==> config.mk <==
export PLATFORM = sky130hd
export DESIGN_NAME = sorted_char_list_engine_flat
export DESIGN_NICKNAME = d
export VERILOG_FILES = /design/src/rtl/sce_pkg.sv /design/src/rtl/sce_if.sv /design/src/rtl/sce_ctrl.sv /design/src/rtl/sce_datapath.sv /design/src/rtl/sorted_char_list_engine.sv /design/src/flat_wrapper.sv
export SDC_FILE = /design/constraint.sdc
export NUM_CORES = 1
export LEC_CHECK = 0
export BUFFER_PORTS_ARGS = -buffer_cell sky130_fd_sc_hd__buf_2
export CORE_UTILIZATION = 55
export DETAILED_ROUTE_END_ITERATION = 7
export PLACE_DENSITY = 0.75
export SETUP_SLACK_MARGIN = 0.02
export SYNTH_ARGS = -nofsm -noshare
export SYNTH_HDL_FRONTEND = slang
export SYNTH_SLANG_ARGS = --single-unit
==> constraint.sdc <==
create_clock -name clk -period 3.7 [get_ports clk]
set_clock_uncertainty 0.2 [all_clocks]
set_input_delay 0.185 -clock clk [delete_from_list [all_inputs] [get_ports clk]]
set_output_delay 0.185 -clock clk [all_outputs]
set_load 0.02 [all_outputs]
==> src/rtl/sce_pkg.sv <==
`timescale 1ns / 1ps

package sce_pkg;

	// Default number of keys the store can hold.
	localparam int CAPACITY_DEF = 16;

	// Fixed field widths of the request and response words.
	localparam int MODE_W = 2;
	localparam int KEY_W  = 8;
	localparam int POS_W  = 5;

	typedef enum logic [MODE_W-1:0] {
		MODE_INSERT = 2'd0,
		MODE_REMOVE = 2'd1,
		MODE_FIND   = 2'd2,
		MODE_READ   = 2'd3
	} mode_t;

	// Read address sources for the key memory.
	typedef enum logic [1:0] {
		RD_PTR,
		RD_PTR_DN,
		RD_PTR_UP,
		RD_IDX
	} rd_sel_t;

	// Write data sources for the key memory.
	typedef enum logic {
		WR_KEY,
		WR_RDATA
	} wr_sel_t;

	typedef struct packed {
		logic    load_item;
		logic    ptr_load_cnt;
		logic    ptr_clr;
		logic    ptr_inc;
		logic    ptr_dec;
		logic    rd_en;
		rd_sel_t rd_sel;
		logic    wr_en;
		wr_sel_t wr_sel;
		logic    cnt_inc;
		logic    cnt_dec;
		logic    out_load;
		logic    res_ok;
	} sce_cmd_t;

	typedef struct packed {
		mode_t mode;
		logic  cnt_full;
		logic  cnt_zero;
		logic  ptr_zero;
		logic  ptr_at_cnt;
		logic  ptr_last;
		logic  rd_ge_key;
		logic  rd_eq_key;
		logic  out_busy;
	} sce_stat_t;

endpackage

==> src/rtl/sce_if.sv <==
`timescale 1ns / 1ps

// Request channel: one operation word.
interface sce_req_if import sce_pkg::*; ();
	logic                     valid;
	logic                     ready;
	logic [MODE_W-1:0]        mode;
	logic signed [KEY_W-1:0]  key;
	logic [POS_W-1:0]         index;

	modport source (output valid, output mode, output key, output index, input ready);
	modport sink   (input valid, input mode, input key, input index, output ready);
endinterface

// Response channel: one result word.
interface sce_rsp_if import sce_pkg::*; ();
	logic                     valid;
	logic                     ready;
	logic                     ok;
	logic [POS_W-1:0]         position;
	logic signed [KEY_W-1:0]  value;
	logic [POS_W-1:0]         count;

	modport source (output valid, output ok, output position, output value, output count,
		input ready);
	modport sink   (input valid, input ok, input position, input value, input count,
		output ready);
endinterface

==> src/rtl/sce_ctrl.sv <==
`timescale 1ns / 1ps

module sce_ctrl import sce_pkg::*; (
	input  logic      clk,
	input  logic      arst_n,
	input  logic      req_valid,
	output logic      req_ready,
	input  sce_stat_t stat,
	output sce_cmd_t  cmd
);

	typedef enum logic [3:0] {
		S_IDLE,
		S_DISPATCH,
		S_INS_RD,
		S_INS_CMP,
		S_SRCH_RD,
		S_SRCH_CMP,
		S_SHIFT_RD,
		S_SHIFT_WR,
		S_READ_WAIT,
		S_DONE
	} state_t;

	state_t state_q, state_d;
	logic   ok_q, ok_d;

	assign req_ready = (state_q == S_IDLE);

	always_comb begin
		state_d = state_q;
		ok_d    = ok_q;
		cmd     = '0;
		cmd.rd_sel = RD_PTR;
		cmd.wr_sel = WR_KEY;
		cmd.res_ok = ok_q;
		case (state_q)
			S_IDLE: begin
				if (req_valid) begin
					cmd.load_item = 1'b1;
					state_d       = S_DISPATCH;
				end
			end
			S_DISPATCH: begin
				case (stat.mode)
					MODE_INSERT: begin
						if (stat.cnt_full) begin
							ok_d    = 1'b0;
							state_d = S_DONE;
						end else begin
							cmd.ptr_load_cnt = 1'b1;
							state_d          = S_INS_RD;
						end
					end
					MODE_READ: begin
						if (stat.cnt_zero) begin
							ok_d    = 1'b0;
							state_d = S_DONE;
						end else begin
							cmd.rd_en  = 1'b1;
							cmd.rd_sel = RD_IDX;
							state_d    = S_READ_WAIT;
						end
					end
					default: begin
						cmd.ptr_clr = 1'b1;
						state_d     = S_SRCH_RD;
					end
				endcase
			end
			S_INS_RD: begin
				if (stat.ptr_zero) begin
					cmd.wr_en   = 1'b1;
					cmd.wr_sel  = WR_KEY;
					cmd.cnt_inc = 1'b1;
					ok_d        = 1'b1;
					state_d     = S_DONE;
				end else begin
					cmd.rd_en  = 1'b1;
					cmd.rd_sel = RD_PTR_DN;
					state_d    = S_INS_CMP;
				end
			end
			S_INS_CMP: begin
				cmd.wr_en = 1'b1;
				if (stat.rd_ge_key) begin
					cmd.wr_sel  = WR_RDATA;
					cmd.ptr_dec = 1'b1;
					state_d     = S_INS_RD;
				end else begin
					cmd.wr_sel  = WR_KEY;
					cmd.cnt_inc = 1'b1;
					ok_d        = 1'b1;
					state_d     = S_DONE;
				end
			end
			S_SRCH_RD: begin
				if (stat.ptr_at_cnt) begin
					ok_d    = 1'b0;
					state_d = S_DONE;
				end else begin
					cmd.rd_en  = 1'b1;
					cmd.rd_sel = RD_PTR;
					state_d    = S_SRCH_CMP;
				end
			end
			S_SRCH_CMP: begin
				if (stat.rd_eq_key) begin
					if (stat.mode == MODE_FIND) begin
						ok_d    = 1'b1;
						state_d = S_DONE;
					end else begin
						state_d = S_SHIFT_RD;
					end
				end else begin
					cmd.ptr_inc = 1'b1;
					state_d     = S_SRCH_RD;
				end
			end
			S_SHIFT_RD: begin
				if (stat.ptr_last) begin
					cmd.cnt_dec = 1'b1;
					ok_d        = 1'b1;
					state_d     = S_DONE;
				end else begin
					cmd.rd_en  = 1'b1;
					cmd.rd_sel = RD_PTR_UP;
					state_d    = S_SHIFT_WR;
				end
			end
			S_SHIFT_WR: begin
				cmd.wr_en   = 1'b1;
				cmd.wr_sel  = WR_RDATA;
				cmd.ptr_inc = 1'b1;
				state_d     = S_SHIFT_RD;
			end
			S_READ_WAIT: begin
				ok_d    = 1'b1;
				state_d = S_DONE;
			end
			S_DONE: begin
				if (!stat.out_busy) begin
					cmd.out_load = 1'b1;
					state_d      = S_IDLE;
				end
			end
			default: begin
				state_d = S_IDLE;
			end
		endcase
	end

	always_ff @(posedge clk or negedge arst_n) begin
		if (!arst_n) begin
			state_q <= S_IDLE;
			ok_q    <= 1'b0;
		end else begin
			state_q <= state_d;
			ok_q    <= ok_d;
		end
	end

endmodule

==> src/rtl/sce_datapath.sv <==
`timescale 1ns / 1ps

module sce_datapath import sce_pkg::*; #(
	parameter int CAPACITY = CAPACITY_DEF
) (
	input  logic                    clk,
	input  logic                    arst_n,
	input  logic [MODE_W-1:0]       req_mode,
	input  logic signed [KEY_W-1:0] req_key,
	input  logic [POS_W-1:0]        req_index,
	input  sce_cmd_t                cmd,
	output sce_stat_t               stat,
	sce_rsp_if.source               rsp
);

	localparam int AW = (CAPACITY > 1) ? $clog2(CAPACITY) : 1;
	localparam int CW = $clog2(CAPACITY + 1);
	localparam int EW = (CW > POS_W) ? CW : POS_W;
	localparam int PW = (CW + 1 > POS_W) ? CW + 1 : POS_W;

	logic signed [KEY_W-1:0] mem [CAPACITY];
	logic signed [KEY_W-1:0] rd_q;
	logic [MODE_W-1:0]       mode_q;
	logic signed [KEY_W-1:0] key_q;
	logic [POS_W-1:0]        index_q;
	logic [CW-1:0]           ptr_q;
	logic [CW-1:0]           count_q;
	logic                    out_vld_q;
	logic                    out_ok_q;
	logic [POS_W-1:0]        out_pos_q;
	logic signed [KEY_W-1:0] out_val_q;
	logic [POS_W-1:0]        out_cnt_q;

	logic [CW:0]             ptr_up;
	logic [CW-1:0]           ptr_dn;
	logic [EW-1:0]           idx_ext;
	logic [EW-1:0]           cnt_ext;
	logic [EW-1:0]           idx_c;
	logic [EW-1:0]           idx_m1;
	logic [PW-1:0]           pos_ext;
	logic [AW-1:0]           rd_addr;
	logic signed [KEY_W-1:0] wr_data;

	assign ptr_up  = {1'b0, ptr_q} + {{CW{1'b0}}, 1'b1};
	assign ptr_dn  = ptr_q - {{(CW-1){1'b0}}, 1'b1};
	assign idx_ext = EW'(index_q);
	assign cnt_ext = EW'(count_q);
	assign pos_ext = PW'(ptr_up);

	// Clamp the read position to 1..count.
	always_comb begin
		if (idx_ext == '0) begin
			idx_c = {{(EW-1){1'b0}}, 1'b1};
		end else if (idx_ext > cnt_ext) begin
			idx_c = cnt_ext;
		end else begin
			idx_c = idx_ext;
		end
	end
	assign idx_m1 = idx_c - {{(EW-1){1'b0}}, 1'b1};

	always_comb begin
		case (cmd.rd_sel)
			RD_PTR:    rd_addr = ptr_q[AW-1:0];
			RD_PTR_DN: rd_addr = ptr_dn[AW-1:0];
			RD_PTR_UP: rd_addr = ptr_up[AW-1:0];
			RD_IDX:    rd_addr = idx_m1[AW-1:0];
			default:   rd_addr = ptr_q[AW-1:0];
		endcase
	end

	assign wr_data = (cmd.wr_sel == WR_RDATA) ? rd_q : key_q;

	always_ff @(posedge clk) begin
		if (cmd.wr_en) begin
			mem[ptr_q[AW-1:0]] <= wr_data;
		end
		if (cmd.rd_en) begin
			rd_q <= mem[rd_addr];
		end
	end

	always_ff @(posedge clk) begin
		if (cmd.load_item) begin
			mode_q  <= req_mode;
			key_q   <= req_key;
			index_q <= req_index;
		end
		if (cmd.ptr_load_cnt) begin
			ptr_q <= count_q;
		end else if (cmd.ptr_clr) begin
			ptr_q <= '0;
		end else if (cmd.ptr_inc) begin
			ptr_q <= ptr_up[CW-1:0];
		end else if (cmd.ptr_dec) begin
			ptr_q <= ptr_dn;
		end
		if (cmd.out_load) begin
			out_ok_q  <= cmd.res_ok;
			out_pos_q <= (cmd.res_ok && mode_t'(mode_q) == MODE_FIND) ?
				pos_ext[POS_W-1:0] : '0;
			out_val_q <= (cmd.res_ok && mode_t'(mode_q) == MODE_READ) ? rd_q : '0;
			out_cnt_q <= cnt_ext[POS_W-1:0];
		end
	end

	always_ff @(posedge clk or negedge arst_n) begin
		if (!arst_n) begin
			count_q   <= '0;
			out_vld_q <= 1'b0;
		end else begin
			if (cmd.cnt_inc) begin
				count_q <= count_q + {{(CW-1){1'b0}}, 1'b1};
			end else if (cmd.cnt_dec) begin
				count_q <= count_q - {{(CW-1){1'b0}}, 1'b1};
			end
			if (cmd.out_load) begin
				out_vld_q <= 1'b1;
			end else if (rsp.ready) begin
				out_vld_q <= 1'b0;
			end
		end
	end

	assign stat.mode       = mode_t'(mode_q);
	assign stat.cnt_full   = (count_q == CW'(CAPACITY));
	assign stat.cnt_zero   = (count_q == '0);
	assign stat.ptr_zero   = (ptr_q == '0);
	assign stat.ptr_at_cnt = (ptr_q == count_q);
	assign stat.ptr_last   = (ptr_up >= {1'b0, count_q});
	assign stat.rd_ge_key  = (rd_q >= key_q);
	assign stat.rd_eq_key  = (rd_q == key_q);
	assign stat.out_busy   = out_vld_q && !rsp.ready;

	assign rsp.valid    = out_vld_q;
	assign rsp.ok       = out_ok_q;
	assign rsp.position = out_pos_q;
	assign rsp.value    = out_val_q;
	assign rsp.count    = out_cnt_q;

	a_count_range: assert property (@(posedge clk) disable iff (!arst_n)
		count_q <= CW'(CAPACITY))
		else $error("stored count beyond capacity");

	a_wr_range: assert property (@(posedge clk) disable iff (!arst_n)
		cmd.wr_en |-> ptr_q < CW'(CAPACITY))
		else $error("memory write outside the store");

	a_no_overflow: assert property (@(posedge clk) disable iff (!arst_n)
		cmd.cnt_inc |-> !stat.cnt_full)
		else $error("insert into a full store");

	a_no_overwrite: assert property (@(posedge clk) disable iff (!arst_n)
		cmd.out_load |-> (!out_vld_q || rsp.ready))
		else $error("pending response overwritten");

endmodule

==> src/rtl/sorted_char_list_engine.sv <==
`timescale 1ns / 1ps

// Sorted list of signed 8-bit keys, ascending, up to CAPACITY entries, kept in
// a single memory with one write port and one registered read port. Each request
// word asks for insert, remove, find or read, and each gives exactly one response
// word carrying ok, the found position, the read value and the count after the
// operation. Requests are taken one at a time; the memory port sets the pace, as
// every key the controller looks at costs a read state and then a compare or
// write state. Insert walks down from the end past the stored keys not smaller
// than the new one, shifting each up; find walks up from the front to the key;
// remove walks up to the key and then shifts every later key down, and walks the
// whole list when the key is absent; read does one memory read; a full insert or
// an empty read touches no memory. Every operation is also held while the
// previous response still sits untaken in the output register. A response waits
// in that register until taken, and the next request is accepted as soon as that
// register is loaded. The store needs no clearing pass: reset clears the count,
// and entries at or beyond the count are never read.

module sorted_char_list_engine import sce_pkg::*; #(
	parameter int CAPACITY = CAPACITY_DEF
) (
	input  logic      clk,
	input  logic      arst_n,
	sce_req_if.sink   req,
	sce_rsp_if.source rsp
);

	sce_cmd_t  cmd;
	sce_stat_t stat;
	logic      ctl_ready;

	// The controller only sees the handshake; the request payload goes straight
	// into the datapath item registers on the accepting edge.
	assign req.ready = ctl_ready;

	sce_ctrl u_ctrl (
		.clk       (clk),
		.arst_n    (arst_n),
		.req_valid (req.valid),
		.req_ready (ctl_ready),
		.stat      (stat),
		.cmd       (cmd)
	);

	sce_datapath #(
		.CAPACITY (CAPACITY)
	) u_datapath (
		.clk       (clk),
		.arst_n    (arst_n),
		.req_mode  (req.mode),
		.req_key   (req.key),
		.req_index (req.index),
		.cmd       (cmd),
		.stat      (stat),
		.rsp       (rsp)
	);

endmodule
==> src/flat_wrapper.sv <==
// flat-port wrapper written by rule: the top's interface ports become plain ports
module sorted_char_list_engine_flat import sce_pkg::*;
#(
	parameter int CAPACITY = CAPACITY_DEF
)
  (clk, arst_n, req_valid, req_mode, req_key, req_index, req_ready, rsp_valid, rsp_ok, rsp_position, rsp_value, rsp_count, rsp_ready);
  sce_req_if req_i ();
  sce_rsp_if rsp_i ();
  input  logic clk;
  input  logic arst_n;
  input wire logic [$bits(req_i.valid)-1:0] req_valid;
  input wire logic [$bits(req_i.mode)-1:0] req_mode;
  input wire logic [$bits(req_i.key)-1:0] req_key;
  input wire logic [$bits(req_i.index)-1:0] req_index;
  output wire logic [$bits(req_i.ready)-1:0] req_ready;
  output wire logic [$bits(rsp_i.valid)-1:0] rsp_valid;
  output wire logic [$bits(rsp_i.ok)-1:0] rsp_ok;
  output wire logic [$bits(rsp_i.position)-1:0] rsp_position;
  output wire logic [$bits(rsp_i.value)-1:0] rsp_value;
  output wire logic [$bits(rsp_i.count)-1:0] rsp_count;
  input wire logic [$bits(rsp_i.ready)-1:0] rsp_ready;
  assign req_i.valid = req_valid;
  assign req_i.mode = req_mode;
  assign req_i.key = req_key;
  assign req_i.index = req_index;
  assign req_ready = req_i.ready;
  assign rsp_valid = rsp_i.valid;
  assign rsp_ok = rsp_i.ok;
  assign rsp_position = rsp_i.position;
  assign rsp_value = rsp_i.value;
  assign rsp_count = rsp_i.count;
  assign rsp_i.ready = rsp_ready;
  sorted_char_list_engine #(.CAPACITY(CAPACITY)) u_core (.clk(clk), .arst_n(arst_n), .req(req_i), .rsp(rsp_i));
endmodule
### Word level (Yosys, flattened, before mapping)

Memory sizes are Yosys's and may differ from the RTL's. A register that Yosys moved wholly into a read port is not among the register bits.
Cells that the tools add are included.

| storage, ports and cells | value |
|---|---|
| output and inout bits | 21 |
| word-level logic and storage cells | 126 |
| register bits after elaboration | 50 |
| input bits | 19 |
| RAM bits | 128 |
| latch bits | 0 |
| memory bits (read-only) | 0 |
| memories | 1 |

Memory list:

| memory | words | width | rd ports | clocked after memory_dff | wr ports | line | RTL |
|---|---|---|---|---|---|---|---|
| u_core.u_datapath.mem | 16 | 8 | 1 | 1 | 1 | sce_datapath.sv:21 | `logic signed [KEY_W-1:0] mem [CAPACITY];` |

| cells by class | value |
|---|---|
| order comparisons | 3 |
| multiply operators | 0 |
| shift operators | 0 |
| divide/modulo/power cells | 0 |
| reduce and logical (&&, ||, !) cells | 17 |
| equal/unequal tests | 28 |
| multiplexer cells | 60 |
| $add $sub $neg | 5 |
| bitwise logic cells | 0 |

Operator list:

| cell | count |
|---|---|
| $mux 4 | 11 |
| $pmux 4 s10 | 1 |
| $mux 5 | 6 |
| $mux 1 | 26 |
| $mux 3 | 6 |
| $eq 4x3->1 const B | 4 |
| $pmux 4 s4 | 1 |
| $logic_not 5->1 | 3 |
| $pmux 3 s4 | 1 |
| $reduce_and 10->1 | 1 |
| $sub 5x1->5 const B | 2 |
| $eq 2x2->1 const B | 4 |
| $eq 4x2->1 const B | 2 |
| $eq 4x4->1 const B | 2 |
| $eq 8x8->1 | 1 |
| $ge 8x8->1 | 1 |
| $mux 8 | 1 |
| $ne 2x1->1 const B | 4 |
| $ne 2x2->1 const B | 4 |
| $pmux 4 s2 | 1 |
| $pmux 1 s7 | 1 |
| $reduce_bool 7->1 | 1 |
| $add 5x1->6 const B | 1 |
| $ge 6x5->1 | 1 |
| 20 further kinds | 27 |

### Longest topological paths before layout

Gate-level depths: netlist of the first run.

| logic depth | value |
|---|---|
| depth in word-level cells | 7 |
| depth in mapped cells | 16 |
| depth with buffers taken out | 16 |

### Cells and area by module

Synthesis of the first run repeated with hierarchy kept, for this count alone.

| second synthesis, totals | value |
|---|---|
| cells, all modules | 701 |
| area, all modules | 9247.6 um^2 |

Modules (own cells, without submodules):

| module | area an instance (um^2) | cells each | sequential area each (um^2) | times used |
|---|---|---|---|---|
| sce_datapath | 8508.2 | 602 | 5405.2 | 1 |
| sce_ctrl | 739.5 | 99 | 125.1 | 1 |

### Least setup slack after synthesis of the first run

Ideal clock, no wire load.

| timing path | value |
|---|---|
| path type | register -> register |
| start point | reg u_core.u_datapath.ptr_q[0] |
| end point | reg u_core.u_datapath.rd_q[1] (read register of u_core.u_datapath.mem) (data pin) |
| required time | 3.241 ns |
| data arrival time | 3.409 ns |
| stages on the path, launching flop included | 14 |
| buffers on the path | 2 |
| setup slack | -0.168 ns |
| clock period less this slack | 3.868 ns |
| path through | edfxtp_1 > buf_2 > inv_1 > ha_1 > ha_1 > a2111o_1 > nand3_1 > a21oi_2 > xnor2_2 > o21ai_2 > buf_6 > mux4_1 > a22oi_1 > nand2_1 |

| on the way | value |
|---|---|
| longest elaborated chain between the ends | 6 |

RTL lines:

| what | line | RTL |
|---|---|---|
| start, declared | sce_datapath.sv:26 | `logic [CW-1:0] ptr_q;` |
| start signal, assigned | sce_datapath.sv:90 | `ptr_q <= count_q;` |
| start signal, assigned | sce_datapath.sv:94 | `ptr_q <= ptr_up[CW-1:0];` |
| start signal, assigned | sce_datapath.sv:96 | `ptr_q <= ptr_dn;` |
| $add 5x1->6 * | sce_datapath.sv:44 | `assign ptr_up = {1'b0, ptr_q} + {{CW{1'b0}}, 1'b1};` |
| via u_core.u_datapath.pos_ext[0] | sce_datapath.sv:40 | `logic [PW-1:0] pos_ext;` |
| $ge 6x5->1 | sce_datapath.sv:130 | `assign stat.ptr_last = (ptr_up >= {1'b0, count_q});` |
| $mux 3 | sce_ctrl.sv:121 | `if (stat.ptr_last) begin` |
| $pmux 3 s4 | sce_ctrl.sv:37 | `case (state_q)` |
| $eq 2x2->1 (tied with other cells) | sce_datapath.sv:63 | `case (cmd.rd_sel)` |
| $pmux 4 s4 | sce_datapath.sv:63 |  |
| end, declared | sce_datapath.sv:22 | `logic signed [KEY_W-1:0] rd_q;` |

The timed path passes the listed nets; every way through them passes the cells marked *.
A chain may end at the register's enable or synchronous reset.

### Worst setup path after layout of the first run

| timing path | value |
|---|---|
| start point | reg u_core.u_datapath.ptr_q[0] |
| end point | reg u_core.u_datapath.rd_q[7] (read register of u_core.u_datapath.mem) (data pin) |

The elaborated chain is that of the path after synthesis.

==> results.sh, run 1 <==
export IMPL_drive_gt1_frac=0.374
export IMPL_yosys_cell_types_count=69
export IMPL_fmax_mhz=262
export IMPL_start_kind="flip-flop"
export IMPL_final_area_sq_mm=0.0108
export IMPL_gp_congestion=0.953
export IMPL_antenna_found_initial=0
export IMPL_grt_usage=0.261
export IMPL_rsz0062_at_grt="true"
export IMPL_cts_made_buffers=17
export IMPL_vias=5613
export IMPL_insertion_delay_ns=0.45
export IMPL_crit_start="u_core.u_datapath.ptr_q[0]"
export IMPL_ys_warn_count=0
export IMPL_p_leak_nw=3.98
export IMPL_dpl_instance_area_sq_mm=0.00947
export IMPL_areaGrowthSynthToFinish_pct=25.3
export IMPL_path_cells="inv_2, ha_4, ha_4, a2111o_1, nand3_2, a21oi_4, xnor2_2, o21ai_4, buf_12, buf_4, mux4_2, a22oi_2, nand2_1"
export IMPL_grt_ovfl_total=0
export IMPL_async_flop_share=0.0591
export IMPL_cp_num_buf_inv=3
export IMPL_hpwlAfterDp_um=13200
export IMPL_mappedNetlistNets=607
export IMPL_min_period_ns=3.81
export IMPL_use_met3=0.0536
export IMPL_post_route_worst_setup_slack_ns=-0.113
export IMPL_synth_area_sq_mm=0.00859
export IMPL_num_rows=45
export IMPL_synth_edf_count=175
export IMPL_reg2reg_from="u_core.u_datapath.ptr_q[0]"
export IMPL_grt_use_met1=0.330
export IMPL_fp_dieW_um=127
export IMPL_max_slew_margin=0.436
export IMPL_worst_slew_pin_slew_ns=0.844
export IMPL_cp_arrival_ns=3.80
export IMPL_grt_first_pass_wirelength_um=30500
export IMPL_min_from="req_key[7]"
export IMPL_path_delay_family="compound AO/OA/AOI/OAI gates"
export IMPL_core_area_sq_mm=0.0152
export IMPL_h_tree_depth=4
export IMPL_syn_inst=556
export IMPL_antenna_left=0
export IMPL_io_pin_count=40
export IMPL_cp_data_required_time_ns=3.69
export IMPL_die_area_sq_mm=0.0161
export IMPL_synth_seq_cells=186
export IMPL_hp_class="input port to flip-flop"
export IMPL_violations="setup timing"
export IMPL_ys_flop_type="edfxtp_1"
export IMPL_n_fill_cell=912
export IMPL_dieHeight_um=127
export IMPL_p_per_area_mw_per_mm2=901
export IMPL_criticalPathCategory="flip-flop to flip-flop"
export IMPL_critical_path_most_common_cell="ha_4"
export IMPL_cts_root_buf="clkbuf_16"
export IMPL_wirelength_um=20300
export IMPL_busiest_layer="met2"
export IMPL_post_drt_wl_per_cell_um=22.5
export IMPL_cts_sinks=186
export IMPL_use_met2=0.430
export IMPL_drt_pass1_iter_count=7
export IMPL_synth_area_per_cell_sq_um=15.5
export IMPL_drv_cap=0
export IMPL_cts_clk_slew_worst_paths_ns=0.07
export IMPL_slowest_delay_ns=0.54
export IMPL_io_buffers=39
export IMPL_drcViolationCount=0
export IMPL_clockBufferDepth=2
export IMPL_critPathMaxFanout=8
export IMPL_antennaDiodeCount=0
export IMPL_hold_ws_ns=0.247
export IMPL_worst_path_max_delay_cell="edfxtp_1"
export IMPL_setup_viol=8
export IMPL_endpoint_kind="flip-flop"
export IMPL_hold_violations=0
export IMPL_vdd_drop_max_mv=0.634
export IMPL_tritoncts="yes"
export IMPL_grt_max_degree=20
export IMPL_yosysSeqAreaShare=0.644
export IMPL_drv_slew=0
export IMPL_drtIter0Drc=473
export IMPL_min_period_over_period=1.03
export IMPL_start_util=0.565
export IMPL_num_nets_final=754
export IMPL_status="complete, but fails checks"
export IMPL_post_drt_via_cell_ratio=6.21
export IMPL_grt_pass1_vias=5566
## report_power, final
group	internal (mW)	total, mW	switching [mW]	leakage, nW
combinational	2.46	5.00	2.53	1.96
sequential	2.69	2.90	0.211	1.73
clock	0.957	1.81	0.849	0.288
## cells by family (layout without fill, tap and decap cells)
family / after synthesis / after routing / share of synthesized area
buf+inv: 46 / 206 / 0.0262
compound gates: 92 / 92 / 0.0759
flops: 186 / 186 / 0.644
fa+ha+maj: 32 / 32 / 0.0475
mux: 45 / 45 / 0.103
xor+xnor: 15 / 15 / 0.0162
simple gates: 140 / 140 / 0.0871
## cells in the mapped netlist, types with 4 or more instances
| cell | number | area share |
|---|---|---|
| o21a_1 | 5 | 0.0044 |
| buf_2 | 9 | 0.0052 |
| mux2_2 | 9 | 0.012 |
| nand2_1 | 28 | 0.012 |
| and2_1 | 4 | 0.0029 |
| inv_1 | 23 | 0.010 |
| clkbuf_1 | 6 | 0.0026 |
| nor2_1 | 35 | 0.015 |
| ha_1 | 31 | 0.045 |
| xnor2_1 | 7 | 0.0071 |
| o21ai_0 | 11 | 0.0064 |
| mux4_1 | 7 | 0.021 |
| a31oi_1 | 8 | 0.0058 |
| mux2i_1 | 4 | 0.0047 |
| buf_6 | 4 | 0.0052 |
| o211ai_1 | 5 | 0.0044 |
| nor2b_1 | 6 | 0.0044 |
| edfxtp_1 | 175 | 0.61 |
| a22o_1 | 5 | 0.0051 |
| and3_1 | 13 | 0.0095 |
| a22oi_1 | 17 | 0.015 |
| xor2_1 | 7 | 0.0071 |
| nor3_1 | 8 | 0.0047 |
| dfrtp_1 | 11 | 0.032 |
| nand2b_1 | 10 | 0.0073 |
| mux4_2 | 25 | 0.066 |
| a21oi_1 | 13 | 0.0076 |
| nand3_1 | 12 | 0.0070 |
## sequential cells by signal (all words and copies together) (netlist names)
name and cells:
u_core.u_datapath.ptr_q 5, u_core.u_datapath.mem 128, u_core.u_datapath.idx_ext 5, u_core.u_datapath.cnt_ext 5, u_core.u_datapath.rd_q 8, u_core.u_ctrl.ok_q 1, u_core.u_datapath.rsp.count 5, u_core.u_datapath.rsp.ok 1
u_core.u_datapath.rsp.position 5, u_core.u_datapath.rsp.value 8, u_core.u_datapath.key_q 8, u_core.u_ctrl.state_q 4, u_core.u_datapath.mode_q 2, u_core.u_datapath.rsp.valid 1
## through the flow
stage	setup slack, ns	power, mW	util	std cells	setup TNS, ns
detailed placement	-0.156	6.87	0.623	827	-0.915
floorplan	0.0251	5.42	-	556	0
CTS	-0.00314	9.27	0.695	896	-0.00314
global placement	-0.108	6.77	0.623	827	-0.306
finish	-0.113	9.71	0.708	904	-0.626
global route	-0.172	10.1	0.708	904	-1.32
## path summary, 6_finish.rpt
check,endpoint,slack (ns),depth (start not counted)
setup / recovery,u_core.u_datapath.rd_q[7],-0.11,13
hold reg to reg,u_core.u_datapath.rsp.valid,0.35,2
max in group asynchronous,u_core.u_ctrl.state_q[1],2.24,3
hold / removal,u_core.u_datapath.key_q[7],0.25,2
setup reg to reg,u_core.u_datapath.rd_q[7],-0.11,13
min in group asynchronous,u_core.u_ctrl.state_q[2],0.64,3
## routing by layer
metal	vias up	routed length, um
li1	2473	-
met1	2766	8180
met2	308	9930
met3	66	1470
met4	0	738
met5	-	0
## worst register-to-register path: stages, from the launching register on
cell and delay (ns):
edfxtp_1 0.54, inv_2 0.11, ha_4 0.31, ha_4 0.20, a2111o_1 0.44, nand3_2 0.14, a21oi_4 0.08, xnor2_2 0.16
o21ai_4 0.22, buf_12 0.18, buf_4 0.13, mux4_2 0.54, a22oi_2 0.22, nand2_1 0.10
## area by class of cell
class | instances | area [sq um] | area share
Clock buffer | 18 | 429 | 0.0399
Multi-Input combinational cell | 324 | 3140 | 0.291
Timing Repair Buffer | 151 | 1190 | 0.111
Clock inverter | 14 | 158 | 0.0146
Inverter | 23 | 86.3 | 0.00802
Sequential cell | 186 | 5530 | 0.514
Tap cell | 188 | 235 | 0.0218
## layout by cell type, fill, tap and decap left out, types with 10 or more instances in the layout
cell type	Yosys	layout
nor2_1	35	33
buf_2	9	39
a22oi_2	0	13
nand2_1	28	26
ha_1	31	23
dlygate4sd3_1	0	19
buf_4	3	82
inv_1	23	19
mux4_2	25	31
clkbuf_16	0	18
a21oi_1	13	12
and3_1	13	13
o21ai_0	11	10
dfrtp_1	11	11
edfxtp_1	175	175
## what timing repair did
item,CTS,global route
hold buffers,19,0
endpoints found under the hold margin,28,0
buffers inserted,17,9
gates resized for setup,42,27
endpoints found under the setup margin,9,31
cloned,1,1
pin swaps,19,24
(Power assumes the default switching activity.)
==> inputs of run 2 (changes only) <==
--- a/config.mk
+++ b/config.mk
@@ -6,9 +6,10 @@
 export NUM_CORES = 1
 export LEC_CHECK = 0
 export BUFFER_PORTS_ARGS = -buffer_cell sky130_fd_sc_hd__buf_2
-export CORE_UTILIZATION = 55
+export CORE_UTILIZATION = 50
 export DETAILED_ROUTE_END_ITERATION = 7
-export PLACE_DENSITY = 0.75
+export GPL_ROUTABILITY_DRIVEN = 0
+export PLACE_DENSITY = 0.7
 export SETUP_SLACK_MARGIN = 0.02
 export SYNTH_ARGS = -nofsm -noshare
 export SYNTH_HDL_FRONTEND = slang
==> run 2 against run 1 <==
  * The run still ends with setup timing left
  * Hold slack improved by 0.017 ns
  * Cell area barely moved
  * Count of clock-buffer cells in the layout decreased by 1
  * Core utilization down 6.4 points
  * Maximum frequency grew 1.0%
  * Via count about the same
  * Critical path type unchanged
==> results.sh, run 2 (same netlist as run 1, synthesis figures left out) <==
export IMPL_antennaDiodeCount=0
export IMPL_cp_arrival_ns=3.87
export IMPL_insertion_delay_ns=0.43
export IMPL_layout_commonest_cell="edfxtp_1"
export IMPL_grt_ovfl_total=0
export IMPL_critPathMaxFanout=8
export IMPL_grt_max_degree=21
export IMPL_grt_pass1_vias=5524
export IMPL_dieHeight_um=133
export IMPL_power_mw=9.67
export IMPL_h_tree_depth=4
export IMPL_cts_sinks=186
export IMPL_max_slew_margin=0.398
export IMPL_ff2ff_setup_slack_ns=-0.07
export IMPL_hpwlAfterDp_um=13300
export IMPL_grt_first_pass_wirelength_um=31100
export IMPL_path_delay_family="simple AND/OR/NAND/NOR gates"
export IMPL_cts_made_buffers=17
export IMPL_cts_root_buf="clkbuf_16"
export IMPL_violations="setup timing"
export IMPL_cp_num_cells=12
export IMPL_drv_cap=0
export IMPL_drive_gt1_frac=0.356
export IMPL_p_leak_nw=3.96
export IMPL_most_common_layout_cells="175 x edfxtp_1, 75 x buf_4, 39 x buf_2"
export IMPL_setup_viol=6
export IMPL_core_area_sq_mm=0.0167
export IMPL_dp_cells=849
export IMPL_antenna_left=0
export IMPL_p_per_area_mw_per_mm2=898
export IMPL_post_route_worst_setup_slack_ns=-0.0735
export IMPL_final_cells=928
export IMPL_rr_endpoint="u_core.u_datapath.rd_q[1]"
export IMPL_io_buffers=39
export IMPL_min_period_over_period=1.02
export IMPL_wirelength_um=20300
export IMPL_path_cells="nand3_1, xnor2_2, ha_1, a2111o_1, a31o_1, or4_1, a32oi_1, a211oi_1, buf_4, nor2_2, a22oi_1, nand2_1"
export IMPL_cp_data_required_time_ns=3.80
export IMPL_cp_num_buf_inv=1
export IMPL_reg2reg_from="u_core.u_datapath.ptr_q[0]"
export IMPL_die_area_sq_mm=0.0177
export IMPL_tritoncts="yes"
export IMPL_drt_pass1_iter_count=5
export IMPL_setup_tns_ns=-0.161
export IMPL_min_period_ns=3.77
export IMPL_drtIter0Drc=658
export IMPL_endpoint_kind="flip-flop"
export IMPL_io_pin_count=40
export IMPL_crit_start="u_core.u_datapath.ptr_q[0]"
export IMPL_cts_clk_slew_worst_paths_ns=0.07
export IMPL_criticalPathCategory="flip-flop to flip-flop"
export IMPL_largest_reg_flops=128
export IMPL_hold_violations=0
export IMPL_reg2reg_depth=12
export IMPL_areaGrowthSynthToFinish_pct=25.3
export IMPL_post_drt_via_cell_ratio=6.05
export IMPL_min_from="req_mode[0]"
export IMPL_num_rows=47
export IMPL_vdd_drop_max_mv=0.424
export IMPL_hp_class="input port to flip-flop"
export IMPL_fmax_mhz=265
export IMPL_start_util=0.514
export IMPL_grt_usage=0.238
export IMPL_num_nets_final=746
export IMPL_post_drt_wl_per_cell_um=21.9
export IMPL_fp_dieW_um=133
export IMPL_status="complete, but fails checks"
export IMPL_endpoint="u_core.u_datapath.rd_q[1]"
export IMPL_worst_slew_pin_slew_ns=0.903
export IMPL_slowest_delay_ns=0.50
export IMPL_clockBufferDepth=2
export IMPL_drcViolationCount=0
export IMPL_rsz0062_at_grt="true"
export IMPL_vias=5611
export IMPL_antenna_found_initial=0
export IMPL_worst_path_max_delay_cell="edfxtp_1"
export IMPL_drv_slew=0
export IMPL_start_kind="flip-flop"
==> run 2: cell types whose count changed in the layout (fill, tap and decap cells not counted), sizes merged <==
cell	previous run	this run
inv	29	31
clkinv	7	4
clkbuf	19	18
bufinv	1	3
buf	131	123
==> run 2: worst min-delay path by stage <==
stage / endpoint / slack (ns) / cells past startpoint
after floorplan: u_core.u_ctrl.ok_q / -0.31 / 0
after global placement: u_core.u_datapath.cnt_ext[0] / -0.12 / 1
after detailed placement: u_core.u_datapath.cnt_ext[0] / -0.11 / 1
after CTS: u_core.u_datapath.idx_ext[1] / 0.24 / 2
after global routing: u_core.u_datapath.mode_q[0] / 0.27 / 2
final: u_core.u_datapath.mode_q[0] / 0.26 / 2
==> run 2: through the flow <==
stage	setup WS (ns)	instance area, sq um	hold WS (ns)	util
2_1_floorplan	0.0251	8610	-0.311	-
3_3_place_gp	0.0345	9410	-0.116	0.564
3_5_place_dp	-0.144	9410	-0.105	0.564
4_1_cts	0.0217	10500	0.245	0.630
5_1_grt	-0.198	10800	0.265	0.645
6_report	-0.0735	10800	0.264	0.645
==> run 2: area by class of cell <==
cell class | count | area (sq um)
clock inverters | 15 | 243
flip-flops and latches | 186 | 5530
multi-input cells | 324 | 3080
inverters | 23 | 86.3
well taps | 220 | 275
repair buffers | 143 | 1130
fillers | 1165 | 5940
clock buffers | 17 | 425
==> run 2: layer usage <==
layer / part of all wire / vias to the layer above / wire, um / track usage
li1: - / 2474 / - / -
met1: 0.41 / 2822 / 8410 / 0.331
met2: 0.48 / 277 / 9830 / 0.386
met3: 0.078 / 38 / 1580 / 0.0391
met4: 0.023 / 0 / 463 / 0.0702
met5: 0 / - / 0 / 0
==> run 2: report_power, final <==
part	switching (mW)	total, mW	internal [mW]
Combinational	2.45	4.77	2.33
Sequential	0.202	2.90	2.69
Clock	0.879	2.00	1.12
==> run 2: worst reg2reg max path, delay by kind of cell, from the launching register on <==
kind | cells | cell delay [ns]
buffers and inverters | 1 | 0.19
XOR/XNOR | 1 | 0.22
flip-flops | 1 | 0.50
AND/OR/NAND/NOR | 4 | 1.21
AO/OA/AOI/OAI | 5 | 1.06
adder cells (fa/ha/maj) | 1 | 0.25
==> run 2: what timing repair did <==
action | CTS | global route
endpoints found under the hold margin | 28 | 0
gates resized for setup | 30 | 27
gates cloned | 2 | 1
buffers inserted | 13 | 13
pin swaps | 10 | 19
hold buffers | 19 | 0
setup endpoints to repair | 9 | 10
==> inputs of run 3 (changes only) <==
--- a/config.mk
+++ b/config.mk
@@ -5,11 +5,12 @@
 export SDC_FILE = /design/constraint.sdc
 export NUM_CORES = 1
 export LEC_CHECK = 0
+export ABC_AREA = 1
 export BUFFER_PORTS_ARGS = -buffer_cell sky130_fd_sc_hd__buf_2
 export CORE_UTILIZATION = 50
 export DETAILED_ROUTE_END_ITERATION = 7
 export GPL_ROUTABILITY_DRIVEN = 0
-export PLACE_DENSITY = 0.7
+export PLACE_DENSITY = 0.69
 export SETUP_SLACK_MARGIN = 0.02
 export SYNTH_ARGS = -nofsm -noshare
 export SYNTH_HDL_FRONTEND = slang
==> run 3 against run 2 <==
  * The run now ends clean
  * Clock power down 12%
  * First-iteration DRC count up 46%
  * Sequential share of layout area down 1.9 points
  * Critical path depth increased by 5
  * Sequential power hardly changed
  * Core utilization decreased by 5.1 points
  * Largest power group unchanged
==> results.sh, run 3 <==
export IMPL_n_fill_cell=1569
export IMPL_hpwlAfterDp_um=16100
export IMPL_yosysTopAreaCell="edfxtp_1"
export IMPL_synth_area_per_cell_sq_um=9.89
export IMPL_min_period_over_period=0.922
export IMPL_antenna_left=0
export IMPL_layout_commonest_cell="inv_1"
export IMPL_min_path_cells=2
export IMPL_grt_first_pass_wirelength_um=37500
export IMPL_syn_inst=977
export IMPL_grt_pass1_vias=6641
export IMPL_swShare=0.433
export IMPL_max_slew_margin=0.434
export IMPL_areaGrowthSynthToFinish_pct=15.7
export IMPL_hp_class="input port to flip-flop"
export IMPL_switchingPower_mw=4.06
export IMPL_tritoncts="yes"
export IMPL_rsz0062_at_grt="false"
export IMPL_mappedNetlistNets=1028
export IMPL_final_cells=1344
export IMPL_synth_area_sq_mm=0.00966
export IMPL_p_per_area_mw_per_mm2=840
export IMPL_die_area_sq_mm=0.0199
export IMPL_status="finished clean"
export IMPL_ys_warn_count=0
export IMPL_worst_path_max_delay_cell="edfxtp_1"
export IMPL_setup_tns_ns=0
export IMPL_dieHeight_um=141
export IMPL_num_rows=50
export IMPL_core_area_sq_mm=0.0188
export IMPL_fmax_mhz=293
export IMPL_vias=7315
export IMPL_drv_cap=0
export IMPL_antenna_found_initial=0
export IMPL_ys_flop_type="edfxtp_1"
export IMPL_drtIter0Drc=963
export IMPL_drcViolationCount=0
export IMPL_dp_cells=1284
export IMPL_yosysMostFrequentCell="inv_1"
export IMPL_synth_edf_count=175
export IMPL_yosys_cell_types_count=43
export IMPL_post_route_worst_setup_slack_ns=0.288
export IMPL_antennaDiodeCount=0
export IMPL_path_cells="ha_1, nand3_1, nand2_1, o21ai_1, inv_1, ha_1, nand2_1, nand2_1, nor2_2, nand3_4, nand3_2, buf_4, nand4_1, nand3_1, nand3_1, nand3_1, nand2_1"
export IMPL_cts_clk_slew_worst_paths_ns=0.07
export IMPL_reg2reg_depth=17
export IMPL_criticalPathCategory="flip-flop to flip-flop"
export IMPL_synthTopCellsByArea="edfxtp_1 54%, inv_1 7.7%, nand3_1 6.7%"
export IMPL_path_delay_family="simple AND/OR/NAND/NOR gates"
export IMPL_grt_ovfl_total=0
export IMPL_synth_seq_cells=186
export IMPL_grt_max_degree=40
export IMPL_post_drt_via_cell_ratio=5.44
export IMPL_cp_arrival_ns=3.40
export IMPL_setup_viol=0
export IMPL_num_nets_final=1122
export IMPL_grt_usage=0.252
export IMPL_slowest_delay_ns=0.48
export IMPL_cts_sinks=186
export IMPL_cp_num_buf_inv=2
export IMPL_start_util=0.513
export IMPL_h_tree_depth=4
export IMPL_drive_gt1_frac=0.159
export IMPL_drt_pass1_iter_count=5
export IMPL_cts_root_buf="clkbuf_16"
export IMPL_yosysTopAreaCellShare=0.544
export IMPL_yosysSeqAreaShare=0.573
export IMPL_fin_util=0.593
export IMPL_p_int_mw=5.32
export IMPL_io_pin_count=40
export IMPL_sequentialPowerShare=0.310
export IMPL_async_flop_share=0.0591
export IMPL_start_kind="flip-flop"
export IMPL_p_leak_nw=4.89
export IMPL_critPathMaxFanout=25
export IMPL_insertion_delay_ns=0.43
export IMPL_cts_made_buffers=17
export IMPL_worst_slew_pin_slew_ns=0.846
export IMPL_io_buffers=39
export IMPL_p_clk_frac=0.188
export IMPL_drv_slew=0
export IMPL_cp_num_cells=17
export IMPL_most_common_layout_cells="197 x inv_1, 175 x edfxtp_1, 149 x nand2_1"
export IMPL_fp_dieW_um=141
export IMPL_pre_cts_slack_ns=0.169
export IMPL_largest_reg_flops=128
export IMPL_cp_data_required_time_ns=3.69
export IMPL_p_comb_frac=0.502
export IMPL_wirelength_um=23700
export IMPL_synth_common_cells="197 x inv_1, 175 x edfxtp_1, 151 x nand2_1"
export IMPL_endpoint_kind="flip-flop"
export IMPL_hold_violations=0
export IMPL_vdd_drop_max_mv=0.498
export IMPL_clockBufferDepth=2
export IMPL_min_period_ns=3.41
export IMPL_post_drt_wl_per_cell_um=17.7
[run 3: final cells by class]
| cell class | instances | area [sq um] | share of cell area |
|---|---|---|---|
| Timing Repair Buffer | 113 | 868 | 0.0777 |
| Inverter | 206 | 781 | 0.0699 |
| Sequential cell | 186 | 5530 | 0.495 |
| Clock buffer | 18 | 429 | 0.0384 |
| Multi-Input combinational cell | 547 | 3100 | 0.278 |
| Tap cell | 260 | 325 | 0.0291 |
| Clock inverter | 14 | 134 | 0.0120 |
[run 3: through the flow]
| stage | power (mW) | instance area, sq um | hold slack (ns) |
|---|---|---|---|
| after global placement | 7.32 | 10300 | -0.117 |
| after global routing | 9.97 | 11200 | 0.251 |
| after floorplan | 6.10 | 9660 | -0.311 |
| final | 9.38 | 11200 | 0.256 |
| after detailed placement | 7.37 | 10300 | -0.114 |
| after CTS | 9.16 | 11100 | 0.248 |
[run 3: path summary, 6_finish.rpt]
path | to | slack [ns] | start
worst max-delay path | u_core.u_datapath.rd_q[3] | 0.29 | u_core.u_datapath.ptr_q[1]
worst min-delay path | u_core.u_datapath.idx_ext[1] | 0.26 | req_index[1]
worst max register to register | u_core.u_datapath.rd_q[3] | 0.29 | u_core.u_datapath.ptr_q[1]
worst min register to register | u_core.u_datapath.rsp.ok | 0.33 | u_core.u_ctrl.ok_q
max in group asynchronous | u_core.u_datapath.cnt_ext[4] | 2.28 | arst_n
min in group asynchronous | u_core.u_ctrl.state_q[2] | 0.62 | arst_n
[run 3: logic make-up (layout without fill, tap and decap cells)]
logic type                 after synthesis  after routing  share of synthesized area
AOI/OAI and AO/OA                       59             59                     0.0361
xor gates and xnor gates                10             10                    0.00907
adders and majority gates               32             32                     0.0422
buffers and inverters                  244            351                      0.109
DFF                                    186            186                      0.573
and+or+nand+nor                        446            446                      0.231
[run 3: power by group through the flow]
stage	logic, mW	clock network, mW	registers, mW
floorplan	3.16	0	2.94
global placement	4.38	0	2.94
detailed placement	4.43	0	2.94
CTS	4.47	1.79	2.90
global route	5.18	1.87	2.92
finish	4.71	1.76	2.90
[run 3: per-layer routing]
metal  vias to the layer above  track usage  share of wire
met5                         -            0              0
met1                      3427        0.379           0.45
met3                        43       0.0510          0.091
met2                       367        0.366           0.44
met4                         0       0.0784          0.021
li1                       3478            -              -
[run 3: what timing repair did]
item	4_1_cts	5_1_grt
gates resized for setup	0	7
hold buffers	19	0
setup buffers	0	9
endpoints found under the setup margin	0	8
hold endpoints to repair	29	0
